## config.mk

```make
export PLATFORM = sky130hd
export DESIGN_NAME = mvd_ctrl
export DESIGN_NICKNAME = d
export VERILOG_FILES = /design/src/design/mvd_pkg.sv /design/src/design/mvd_ctrl.sv
export SDC_FILE = /design/constraint.sdc
export NUM_CORES = 1
export LEC_CHECK = 0
export ABC_AREA = 1
export BUFFER_PORTS_ARGS = -buffer_cell sky130_fd_sc_hd__buf_2
export CORE_UTILIZATION = 30
export DETAILED_ROUTE_END_ITERATION = 7
export PLACE_DENSITY = 0.52
export SYNTH_ARGS = -nofsm -noshare
export SYNTH_HDL_FRONTEND = slang
export SYNTH_SLANG_ARGS = --single-unit
```

## constraint.sdc

```tcl
create_clock -name clk -period 1.6 [get_ports clk]
set_input_delay 0 -clock clk [delete_from_list [all_inputs] [get_ports clk]]
set_output_delay 0 -clock clk [all_outputs]
set_load 0.02 [all_outputs]
```

## src/design/mvd_pkg.sv

```systemverilog
// Package with types, constants and binary32 helpers for the vertex welding table.
package mvd_pkg;

    localparam int CAPACITY = 4096;
    localparam int IDX_W    = $clog2(CAPACITY);
    localparam int CNT_W    = IDX_W + 1;

    // binary32(2/65535) and the default NaN that an invalid multiply returns.
    localparam logic [31:0] SCALE_BITS  = 32'h3800_0080;
    localparam logic [31:0] NAN_DEFAULT = 32'hFFC0_0000;
    localparam logic [31:0] EDGE_RESET  = 32'h3F80_0000;

    localparam logic CFG_EDGE      = 1'b0;
    localparam logic CFG_CHECK_ALL = 1'b1;

    typedef struct packed {
        logic [15:0]        pos_x;
        logic [15:0]        pos_y;
        logic [15:0]        pos_z;
        logic signed [31:0] block_x;
        logic signed [31:0] block_y;
        logic signed [31:0] block_z;
        logic [7:0]         red;
        logic [7:0]         green;
        logic [7:0]         blue;
        logic               block_start;
    } in_t;

    typedef struct packed {
        logic [11:0] vert_index;
        logic        is_new;
        logic [31:0] coord_x_bits;
        logic [31:0] coord_y_bits;
        logic [31:0] coord_z_bits;
        logic [7:0]  red_out;
        logic [7:0]  green_out;
        logic [7:0]  blue_out;
        logic        triangle_done;
        logic [11:0] corner_a;
        logic [11:0] corner_b;
        logic        table_full;
    } out_t;

    // Commands from the controller to the datapath.
    typedef struct packed {
        logic       load;
        logic       conv;
        logic       mul1;
        logic       add;
        logic       mul2;
        logic [1:0] axis;
        logic       search_init;
        logic       search;
        logic       write;
    } cmd_t;

    // Status from the datapath to the controller.
    typedef struct packed {
        logic search_done;
        logic out_busy;
    } status_t;

    function automatic logic [5:0] lzc48(input logic [47:0] v);
        logic [5:0] lz;
        lz = 6'd48;
        for (int i = 0; i < 48; i++)
        begin
            if (v[i])
            begin
                lz = 6'(47 - i);
            end
        end
        return lz;
    endfunction

    // Round to nearest even and pack. Value is sig / 2^26 * 2^(e - 127),
    // with sig[26] set unless the value is subnormal or zero.
    function automatic logic [31:0] round_pack(input logic s, input logic signed [11:0] e,
                                               input logic [26:0] sig);
        logic [26:0] sg;
        logic [7:0]  ef;
        logic [11:0] sh;
        logic        g;
        logic        st;
        logic        up;
        logic [31:0] r;
        sg = sig;
        ef = 8'd0;
        sh = 12'd0;
        if (sig == 27'd0)
        begin
            r = {s, 31'd0};
        end
        else if (e >= 12'sd255)
        begin
            r = {s, 8'hFF, 23'd0};
        end
        else
        begin
            if (e <= 12'sd0)
            begin
                sh = 12'(12'sd1 - e);
                if (sh >= 12'd27)
                begin
                    sg = 27'd1;
                end
                else
                begin
                    sg = (sig >> sh) | {26'd0, |(sig & ((27'd1 << sh) - 27'd1))};
                end
                ef = 8'd0;
            end
            else
            begin
                ef = e[7:0];
            end
            g  = sg[2];
            st = |sg[1:0];
            up = g & (st | sg[3]);
            r  = {s, ef, sg[25:3]} + {31'd0, up};
        end
        return r;
    endfunction

    function automatic logic [31:0] int_to_float(input logic [31:0] v);
        logic        s;
        logic [31:0] mag;
        logic [5:0]  lz;
        logic [31:0] n;
        logic signed [11:0] e;
        s   = v[31];
        mag = s ? (32'd0 - v) : v;
        lz  = lzc48({mag, 16'd0});
        n   = mag << lz;
        e   = 12'sd158 - $signed({6'd0, lz});
        return round_pack(s, e, n[31:5] | {26'd0, |n[4:0]});
    endfunction

    function automatic logic is_nan(input logic [31:0] a);
        return (a[30:23] == 8'hFF) && (a[22:0] != 23'd0);
    endfunction

    function automatic logic is_inf(input logic [31:0] a);
        return (a[30:23] == 8'hFF) && (a[22:0] == 23'd0);
    endfunction

    function automatic logic [31:0] fmul(input logic [31:0] a, input logic [31:0] b);
        logic        s;
        logic [7:0]  ea;
        logic [7:0]  eb;
        logic [23:0] ma;
        logic [23:0] mb;
        logic [47:0] p;
        logic [5:0]  lz;
        logic [47:0] pn;
        logic signed [11:0] e;
        logic [31:0] r;
        s  = a[31] ^ b[31];
        ma = {a[30:23] != 8'd0, a[22:0]};
        mb = {b[30:23] != 8'd0, b[22:0]};
        ea = (a[30:23] == 8'd0) ? 8'd1 : a[30:23];
        eb = (b[30:23] == 8'd0) ? 8'd1 : b[30:23];
        p  = ma * mb;
        lz = lzc48(p);
        pn = p << lz;
        e  = $signed({4'd0, ea}) + $signed({4'd0, eb}) - $signed({6'd0, lz}) - 12'sd126;
        if (is_nan(a))
        begin
            r = a | 32'h0040_0000;
        end
        else if (is_nan(b))
        begin
            r = b | 32'h0040_0000;
        end
        else if ((is_inf(a) && (b[30:0] == 31'd0)) || (is_inf(b) && (a[30:0] == 31'd0)))
        begin
            r = NAN_DEFAULT;
        end
        else if (is_inf(a) || is_inf(b))
        begin
            r = {s, 8'hFF, 23'd0};
        end
        else if (p == 48'd0)
        begin
            r = {s, 31'd0};
        end
        else
        begin
            r = round_pack(s, e, pn[47:21] | {26'd0, |pn[20:0]});
        end
        return r;
    endfunction

    function automatic logic [31:0] fadd(input logic [31:0] a, input logic [31:0] b);
        logic [31:0] big;
        logic [31:0] sml;
        logic [7:0]  eb;
        logic [7:0]  es;
        logic [7:0]  d;
        logic [26:0] av;
        logic [26:0] bv;
        logic [26:0] bal;
        logic [27:0] sum;
        logic [5:0]  lz;
        logic [26:0] sig;
        logic signed [11:0] e;
        logic [31:0] r;
        if (a[30:0] >= b[30:0])
        begin
            big = a;
            sml = b;
        end
        else
        begin
            big = b;
            sml = a;
        end
        eb  = (big[30:23] == 8'd0) ? 8'd1 : big[30:23];
        es  = (sml[30:23] == 8'd0) ? 8'd1 : sml[30:23];
        d   = eb - es;
        av  = {big[30:23] != 8'd0, big[22:0], 3'd0};
        bv  = {sml[30:23] != 8'd0, sml[22:0], 3'd0};
        if (d >= 8'd27)
        begin
            bal = {26'd0, |bv};
        end
        else
        begin
            bal = (bv >> d) | {26'd0, |(bv & ((27'd1 << d) - 27'd1))};
        end
        if (big[31] ^ sml[31])
        begin
            sum = {1'b0, av} - {1'b0, bal};
        end
        else
        begin
            sum = {1'b0, av} + {1'b0, bal};
        end
        lz  = lzc48({sum[26:0], 21'd0});
        sig = 27'd0;
        e   = 12'sd0;
        if (sum[27])
        begin
            sig = sum[27:1] | {26'd0, sum[0]};
            e   = $signed({4'd0, eb}) + 12'sd1;
        end
        else
        begin
            sig = sum[26:0] << lz;
            e   = $signed({4'd0, eb}) - $signed({6'd0, lz});
        end
        if (is_nan(a))
        begin
            r = a | 32'h0040_0000;
        end
        else if (is_nan(b))
        begin
            r = b | 32'h0040_0000;
        end
        else if (is_inf(a) && is_inf(b) && (a[31] != b[31]))
        begin
            r = NAN_DEFAULT;
        end
        else if (is_inf(a))
        begin
            r = a;
        end
        else if (is_inf(b))
        begin
            r = b;
        end
        else if (sum == 28'd0)
        begin
            r = {a[31] & b[31], 31'd0};
        end
        else
        begin
            r = round_pack(big[31], e, sig);
        end
        return r;
    endfunction

    // binary32 equality: NaN never equal, signed zeros equal.
    function automatic logic feq(input logic [31:0] a, input logic [31:0] b);
        return !is_nan(a) && !is_nan(b) && ((a == b) || (((a | b) & 32'h7FFF_FFFF) == 32'd0));
    endfunction

endpackage

```

## src/design/mvd_ctrl.sv

```systemverilog
// Controller state machine that sequences conversion, search and update.
module mvd_ctrl
(
    input  logic             clk,
    input  logic             rst_n,
    input  logic             in_valid,
    output logic             in_ready,
    input  mvd_pkg::status_t status,
    output mvd_pkg::cmd_t    cmd
);

    localparam logic [3:0] ST_IDLE   = 4'd0;
    localparam logic [3:0] ST_CONV   = 4'd1;
    localparam logic [3:0] ST_MUL1   = 4'd2;
    localparam logic [3:0] ST_ADD    = 4'd3;
    localparam logic [3:0] ST_MUL2   = 4'd4;
    localparam logic [3:0] ST_SINIT  = 4'd5;
    localparam logic [3:0] ST_SEARCH = 4'd6;
    localparam logic [3:0] ST_WAIT   = 4'd7;
    localparam logic [3:0] ST_WRITE  = 4'd8;

    logic [3:0] state_reg;
    logic [3:0] state_next;
    logic [1:0] axis_reg;
    logic [1:0] axis_next;

    always_comb
    begin
        state_next = state_reg;
        axis_next  = axis_reg;
        cmd        = '0;
        cmd.axis   = axis_reg;
        in_ready   = 1'b0;
        case (state_reg)
            ST_IDLE:
            begin
                in_ready = 1'b1;
                if (in_valid)
                begin
                    cmd.load   = 1'b1;
                    axis_next  = 2'd0;
                    state_next = ST_CONV;
                end
            end
            ST_CONV:
            begin
                cmd.conv   = 1'b1;
                state_next = ST_MUL1;
            end
            ST_MUL1:
            begin
                cmd.mul1   = 1'b1;
                state_next = ST_ADD;
            end
            ST_ADD:
            begin
                cmd.add    = 1'b1;
                state_next = ST_MUL2;
            end
            ST_MUL2:
            begin
                cmd.mul2 = 1'b1;
                if (axis_reg == 2'd2)
                begin
                    state_next = ST_SINIT;
                end
                else
                begin
                    axis_next  = axis_reg + 2'd1;
                    state_next = ST_CONV;
                end
            end
            ST_SINIT:
            begin
                cmd.search_init = 1'b1;
                state_next      = ST_SEARCH;
            end
            ST_SEARCH:
            begin
                if (status.search_done)
                begin
                    state_next = ST_WAIT;
                end
                else
                begin
                    cmd.search = 1'b1;
                end
            end
            ST_WAIT:
            begin
                if (!status.out_busy)
                begin
                    state_next = ST_WRITE;
                end
            end
            ST_WRITE:
            begin
                cmd.write  = 1'b1;
                state_next = ST_IDLE;
            end
            default:
            begin
                state_next = ST_IDLE;
            end
        endcase
    end

    always_ff @(posedge clk or negedge rst_n)
    begin
        if (!rst_n)
        begin
            state_reg <= ST_IDLE;
            axis_reg  <= 2'd0;
        end
        else
        begin
            state_reg <= state_next;
            axis_reg  <= axis_next;
        end
    end

endmodule

```

After elaboration in Yosys (flattened, before gate mapping)
Cells that the tools add are included.
W data, S select, Z words.
{ "classes": {"add_sub_neg": 1, "n_eq_ne": 13, "mux": 19, "reduce_logical": 4} }
{ "op_table": {"columns": ["cell", "n"], "rows": [
  ["$pmux W4 S8", 1],
  ["$eq A4 B3 Y1 const B", 4],
  ["$mux W4", 3],
  ["$mux W1", 11],
  ["$eq A4 B2 Y1 const B", 2],
  ["$ne A2 B2 Y1 const B", 4],
  ["$reduce_and A3 Y1", 2],
  ["$eq A4 B1 Y1 const B", 1],
  ["$eq A4 B4 Y1 const B", 1],
  ["$logic_not A4 Y1", 1],
  ["$mux W2", 2],
  ["$pmux W2 S2", 1],
  ["$mux W3", 1],
  ["$add A2 B1 Y2 const B", 1],
  ["$eq A2 B2 Y1 const B", 1],
  ["$reduce_bool A2 Y1", 1]
]} }
{ "totals": {"register_bits": 6, "word_cells": 39, "out_inout_bits": 11} }

Depth between registers and ports, before layout
Gate-level depths: netlist of the first run.
{ "depth": {"ltp_word": 3, "depth_mapped": 7, "ltp_nobuf": 7} }

Least setup slack after synthesis of the first run
No wires, ideal clock.
{ "synth_path": {"path_kind": "flip-flop to flip-flop", "startpoint": "reg state_reg[3]", "endpoint": "reg axis_reg[0]", "slack_ps": 402, "synth_period_minus_slack_ps": 1198, "arrival_ps": 1079, "path_stages_with_launch": 7, "cell_sequence": "dfrtp_1 -> inv_1 -> nand2_1 -> nor2_2 -> nand2_2 -> nand4_1 -> nand2_1"} }
{ "synth_between": {"elab_chain_len": 3, "elab_cells_between_ends": 7, "classes_between": "eq/ne (3); mux (1); reduce/logical (3)"} }
{ "synth_rtl": {"columns": ["item", "line_no", "text"], "rows": [
  ["from (decl)", "mvd_ctrl.sv:22", "logic [3:0] state_reg;"],
  ["from (signal assigned)", "mvd_ctrl.sv:117", "state_reg <= state_next;"],
  ["$eq A4 B3 Y1 / $logic_not A4 Y1 (equally long branches)", "mvd_ctrl.sv:34", "case (state_reg)"],
  ["$ne A2 B2 Y1 (no source line) / $reduce_bool A2 Y1 (equally long branches)", null, null],
  ["$reduce_and A3 Y1 (no source line)", null, null],
  ["to (signal assigned)", "mvd_ctrl.sv:118", "axis_reg <= axis_next;"],
  ["to (decl)", "mvd_ctrl.sv:24", "logic [1:0] axis_reg;"]
]} }
Parallel ways exist; a longest one is shown, timed or not.
A chain may end at the register's enable or synchronous reset.

==> results_dict.tcl, run 1 <==
set metrics [dict create \
    status "complete, no violations" \
    wl_per_cell_um 9.75 \
    hold_class "input port to flop" \
    synth-edff-count 0 \
    setup_viol 0 \
    syn_to_final_growth_pct 27.8 \
    drtIter0Drc 7 \
    cts.sinks 6 \
    powerDensity_nw_per_um2 1660 \
    path_cells "nor2_2 > inv_1 > nor3_1 > buf_2" \
    cts_buffers 3 \
    dp_hpwl_um 833 \
    num-fill-cells 148 \
    grt_remaining_overflow 0 \
    placementRows 13 \
    ff_latch_area_um2 150 \
    stdcell_area_um2 581 \
    num_vias 457 \
    synthFlopType "dfrtp_1" \
    antenna_found_initial 0 \
    clkTransAtPathRegs_ns 0.04 \
    synth-simple-area-share_pct 46.3 \
    grt_pass1_vias 362 \
    fin_skew_ns 0.00257 \
    period_share_pct 83.1 \
    max_stage_delay_ns 0.42 \
    setup_tns_ns 0 \
    worst-setup-path-type "flop to output port" \
    synth_fp_nets 72 \
    cts_tree "built" \
    reg2reg_setup_slack_ns 0.41 \
    drtPass1Iterations 4 \
    drc 0 \
    synth.area.mux_share_pct 0 \
    synth_top_area_cell "dfrtp_1" \
    largest_reg_flops 4 \
    worstPathMaxFanout 5 \
    cellLeakagePower_nw 0.356 \
    synth_top_family_by_area "simple AND/OR/NAND/NOR gates" \
    synth_area_um2 454 \
    max_freq_mhz 752 \
    drive_above_1_share_pct 35.3 \
    grt_setup_unrepaired "false" \
    viasPerCell 4.57 \
    postLayoutCoreUtil_pct 43.0 \
    final_nets 93 \
    placed_cells 96 \
    syn_area_per_cell_um2 6.88 \
    hold_depth 3 \
    hold_buffers 1 \
    core-area_um2 1350 \
    hold_viol 0 \
    r2r-start "axis_reg[0]" \
    die_h_um 40.9 \
    hold_path_end "state_reg[0]" \
    die_w_um 40.9 \
    crit_buf_inv 2 \
    hold_start "status[0]" \
    dpl_cell_area_um2 548 \
    worst_pin_slew_ns 0.226 \
    grt_max_degree 8 \
    synth_most_common_cell "nand2_1" \
    yosysUniqueCellTypes 17 \
    htreeDepth 1 \
    clkLatencyLatePin_ns 0.24 \
    cts_buffer_depth 2 \
    drtAntennaViolNets 0 \
    ys_async_sr_fraction_pct 100 \
    ir_worst_vdd_mv 0.609 \
    grt_pass1_wl_mm 1.50 \
    syn_inst 66 \
    fin_crit_ns 1.33 \
    critical_path_required_ns 1.60 \
    synth-adder-area-share_pct 2.75 \
    critical_path_cell_count 4 \
    io_pins 16 \
    ff2ff_path_depth 6 \
    seq_area_frac_synth_pct 33.1 \
    io_buffers 15 \
    multi_input_area_um2 255 \
    die-area_um2 1670 \
    synth_warnings 0 \
    cp-start-kind "flop" \
    netlist_top_cells_count "nand2_1 (15), inv_1 (11), nor2_1 (9)" \
    synth_xor_area_share_pct 0 \
    slowest_stage "dfrtp_1" \
    r2r_end "state_reg[2]" \
    crit_family "flip-flops" \
    start_util_pct 33.6 \
    finalMaxSlewViolations 0 \
    fin_cells 100 \
    max-slew-margin-rel_pct 84.9 \
    synth_top_area_share_pct 33.1 \
    wl_um 975 \
    cts_setup_buffers 0 \
    synth_seq_cells 6 \
    cts-resized-gates 0 \
    insertedDiodeCount 0 \
    crit_arrival_ns 1.33 \
    yosys-top-cells-area "dfrtp_1 (33%), nand2_1 (12%), inv_1 (9.1%)" \
    endpoint_kind "output port" \
    clock-root-buffer "clkbuf_4" \
    drv_cap 0 \
    gp_congestion 0.800 \
    synth_compound_area_share_pct 7.16 \
    grtUsageTotal_pct 13.9 \
]
-- cell families (layout without fill, tap and decap cells) --
kind of cell | after synthesis | count (layout)
adder cells (fa/ha/maj) | 1 | 1
buffers and inverters | 13 | 32
AO/OA/AOI/OAI | 5 | 5
AND/OR/NAND/NOR | 41 | 41
flip-flops | 6 | 6
-- layout by cell type, fill, tap and decap left out, drive strengths merged --
cell type	Yosys	layout
nand2	17	17
buf	0	15
inv	13	13
nor2	13	13
dfrtp	6	6
nand3	6	6
nor3	3	3
clkbuf	0	3
o21ai	2	2
nand4	2	2
o2bb2ai	1	1
o22ai	1	1
o211ai	1	1
ha	1	1
dlygate4sd3	0	1
-- how the worst max path moves through the flow --
stage,startpoint,end
after detailed placement,axis_reg[0],state_reg[2]
after global placement,state_reg[3],state_reg[2]
after global routing,state_reg[3],cmd[9]
final,state_reg[2],cmd[9]
after floorplan,state_reg[3],axis_reg[0]
after CTS,state_reg[2],cmd[9]
-- layer usage --
layer	wire [um]	global-route usage, %	share of wire, %	vias to the layer above
met5	0	0	0	-
met4	16	7.50	1.6	0
met3	30	1.63	3.1	2
met2	423	21.1	43	11
met1	505	19.0	52	195
li1	-	-	-	249
-- power breakdown --
part / leakage [nW] / internal (mW) / switching [mW] / total [mW]
sequential: 0.0800 / 0.197 / 0.0564 / 0.253
combinational: 0.262 / 0.193 / 0.386 / 0.578
clock: 0.0138 / 0.0845 / 0.0493 / 0.134
total: 0.356 / 0.474 / 0.491 / 0.965
-- per-stage QoR --
stage          hold slack (ns)  power (mW)  setup WS (ns)
2_1_floorplan           -0.296       0.682          0.402
3_3_place_gp            -0.171       0.834          0.401
3_5_place_dp            -0.170       0.832          0.413
4_1_cts                 0.0694       0.974          0.256
5_1_grt                 0.0816        1.06          0.146
6_report                0.0719       0.965          0.270
-- cell type report --
type	count	area share, %
inverter	13	8.41
timing repair buffer	16	14.7
sequential	6	25.9
tap	15	3.23
clock buffer	3	3.88
multi-input combinational	47	44.0
-- worst min-delay path, cell delays in order --
cell and delay (ns):
buf_2 0.10, nand3_2 0.09, o21ai_1 0.07
Power figures use the tool's default switching activity.
==> run 2, diff against run 1 <==
==> constraint.sdc (replaced) <==
create_clock -name clk -period 1.35 [get_ports clk]
set_input_delay 0 -clock clk [delete_from_list [all_inputs] [get_ports clk]]
set_output_delay 0 -clock clk [all_outputs]
set_load 0.02 [all_outputs]
==> run 2 against run 1 <==
Combinational power rose by 21%. Flip-flop and latch count did not move. Clock power rose by 18%. Clock skew fell by 0.0010 ns. Count of clock-buffer cells in the layout did not move. Largest cell class unchanged.
==> results_dict.tcl, run 2 (synthesized netlist as in run 1, its figures left out) <==
set metrics [dict create \
    status "complete, no violations" \
    wl_per_cell_um 9.49 \
    fin_skew_ns 0.00152 \
    max_freq_mhz 796 \
    clkTransAtPathRegs_ns 0.04 \
    num-fill-cells 147 \
    mostFrequentLayoutCell "nand2_1" \
    powerDensity_nw_per_um2 1950 \
    hold_ws_ns 0.0746 \
    cts_buffer_depth 2 \
    die_w_um 40.9 \
    largest_reg_flops 4 \
    drtPass1Iterations 2 \
    max-slew-margin-rel_pct 85.4 \
    antenna_found_initial 0 \
    die-area_um2 1670 \
    grt_pass1_wl_mm 1.47 \
    cts_tree "built" \
    gp_congestion 0.801 \
    hold_viol 0 \
    path_cells "inv_2 > nor2_4 > nand3_2 > inv_1 > buf_2" \
    power_mw 1.16 \
    clkLatencyLatePin_ns 0.24 \
    place_ws_ns 0.163 \
    io_buffers 15 \
    htreeDepth 1 \
    crit_arrival_ns 1.26 \
    viasPerCell 4.57 \
    critical_path_cell_count 5 \
    slowest_stage "dfrtp_2" \
    final_cell_mix "nand2_1 (15), buf_2 (14), inv_1 (11)" \
    fin_crit_ns 1.26 \
    cts_buffers 3 \
    fin_cells 100 \
    dpl_cell_area_um2 548 \
    endpoint_kind "output port" \
    period_share_pct 93.1 \
    worst-setup-path-type "flop to output port" \
    grt_remaining_overflow 0 \
    cp-start-kind "flop" \
    placementRows 13 \
    drc 0 \
    hold_class "input port to flop" \
    placed_cells 96 \
    worstPathMaxFanout 7 \
    clock-root-buffer "clkbuf_4" \
    finalMaxSlewViolations 0 \
    setup_ws_ns 0.0937 \
    grt_pass1_vias 362 \
    crit_buf_inv 3 \
    setup_tns_ns 0 \
    io_pins 16 \
    num_vias 457 \
    ff2ff_path_depth 6 \
    cellLeakagePower_nw 0.355 \
    core-area_um2 1350 \
    drtAntennaViolNets 0 \
    postLayoutCoreUtil_pct 44.1 \
    hold_depth 3 \
    crit_family "flip-flops" \
    grtUsageTotal_pct 13.6 \
    die_h_um 40.9 \
    max_stage_delay_ns 0.41 \
    drive_above_1_share_pct 38.8 \
    drv_cap 0 \
    cts.sinks 6 \
    ir_worst_vdd_mv 0.675 \
    syn_to_final_growth_pct 31.1 \
    setup_viol 0 \
    drtIter0Drc 8 \
    wl_um 949 \
    grt_max_degree 8 \
    dp_hpwl_um 826 \
    worst_pin_slew_ns 0.218 \
    critical_path_required_ns 1.35 \
    stdcell_area_um2 596 \
    cts_setup_buffers 0 \
    insertedDiodeCount 0 \
    start_util_pct 33.6 \
    final_nets 93 \
    grt_setup_unrepaired "false" \
]
[run 2: changes by cell type in the layout (fill, tap and decap cells not counted)]
cell     previous run  this run
dfrtp_1             6         4
buf_4               0         1
nor2_4              1         2
nor3_1              3         2
nor3_2              0         1
nor2_2              3         2
buf_2              15        14
dfrtp_2             0         2
[run 2: cell type report]
| class | count | area (um2) | share of cell area [%] |
|---|---|---|---|
| flip-flops and latches | 6 | 153 | 25.6 |
| repair buffers | 16 | 87.6 | 14.7 |
| well taps | 15 | 18.8 | 3.15 |
| clock buffers | 3 | 22.5 | 3.78 |
| inverters | 13 | 48.8 | 8.19 |
| multi-input cells | 47 | 265 | 44.5 |
[run 2: power by group]
part	leakage (nW)	switching (mW)	internal [mW]
combinational	0.264	0.458	0.243
clock	0.0138	0.0580	0.100
sequential	0.0768	0.0670	0.235
[run 2: path summary, 6_finish.rpt]
| path | endpoint | slack [ns] | start |
|---|---|---|---|
| min in group asynchronous | axis_reg[1] | 0.11 | rst_n |
| worst max register to register | state_reg[2] | 0.16 | axis_reg[0] |
| worst min-delay path | state_reg[0] | 0.07 | status[0] |
| worst max-delay path | cmd[1] | 0.09 | state_reg[2] |
| max in group asynchronous | state_reg[3] | 1.09 | rst_n |
| worst min register to register | axis_reg[1] | 0.51 | axis_reg[1] |
[run 2: what timing repair did]
item,4_1_cts,5_1_grt
hold buffers,1,0
gates resized for setup,0,5
setup endpoints to repair,0,5
endpoints found under the hold margin,6,0
[run 2: metal layers]
metal	vias to the layer above	track usage, %	wire (um)
met3	2	1.63	38
met4	0	7.50	19
met5	-	0	0
li1	248	-	-
met1	196	17.7	473
met2	11	21.5	418
[run 2: worst register-to-register path, cell delays in order (launching register included)]
cell and delay (ns):
dfrtp_1 0.38, inv_1 0.06, ha_1 0.22, o211ai_1 0.18, nand3_1 0.12, nand2_1 0.08, nand2_1 0.05
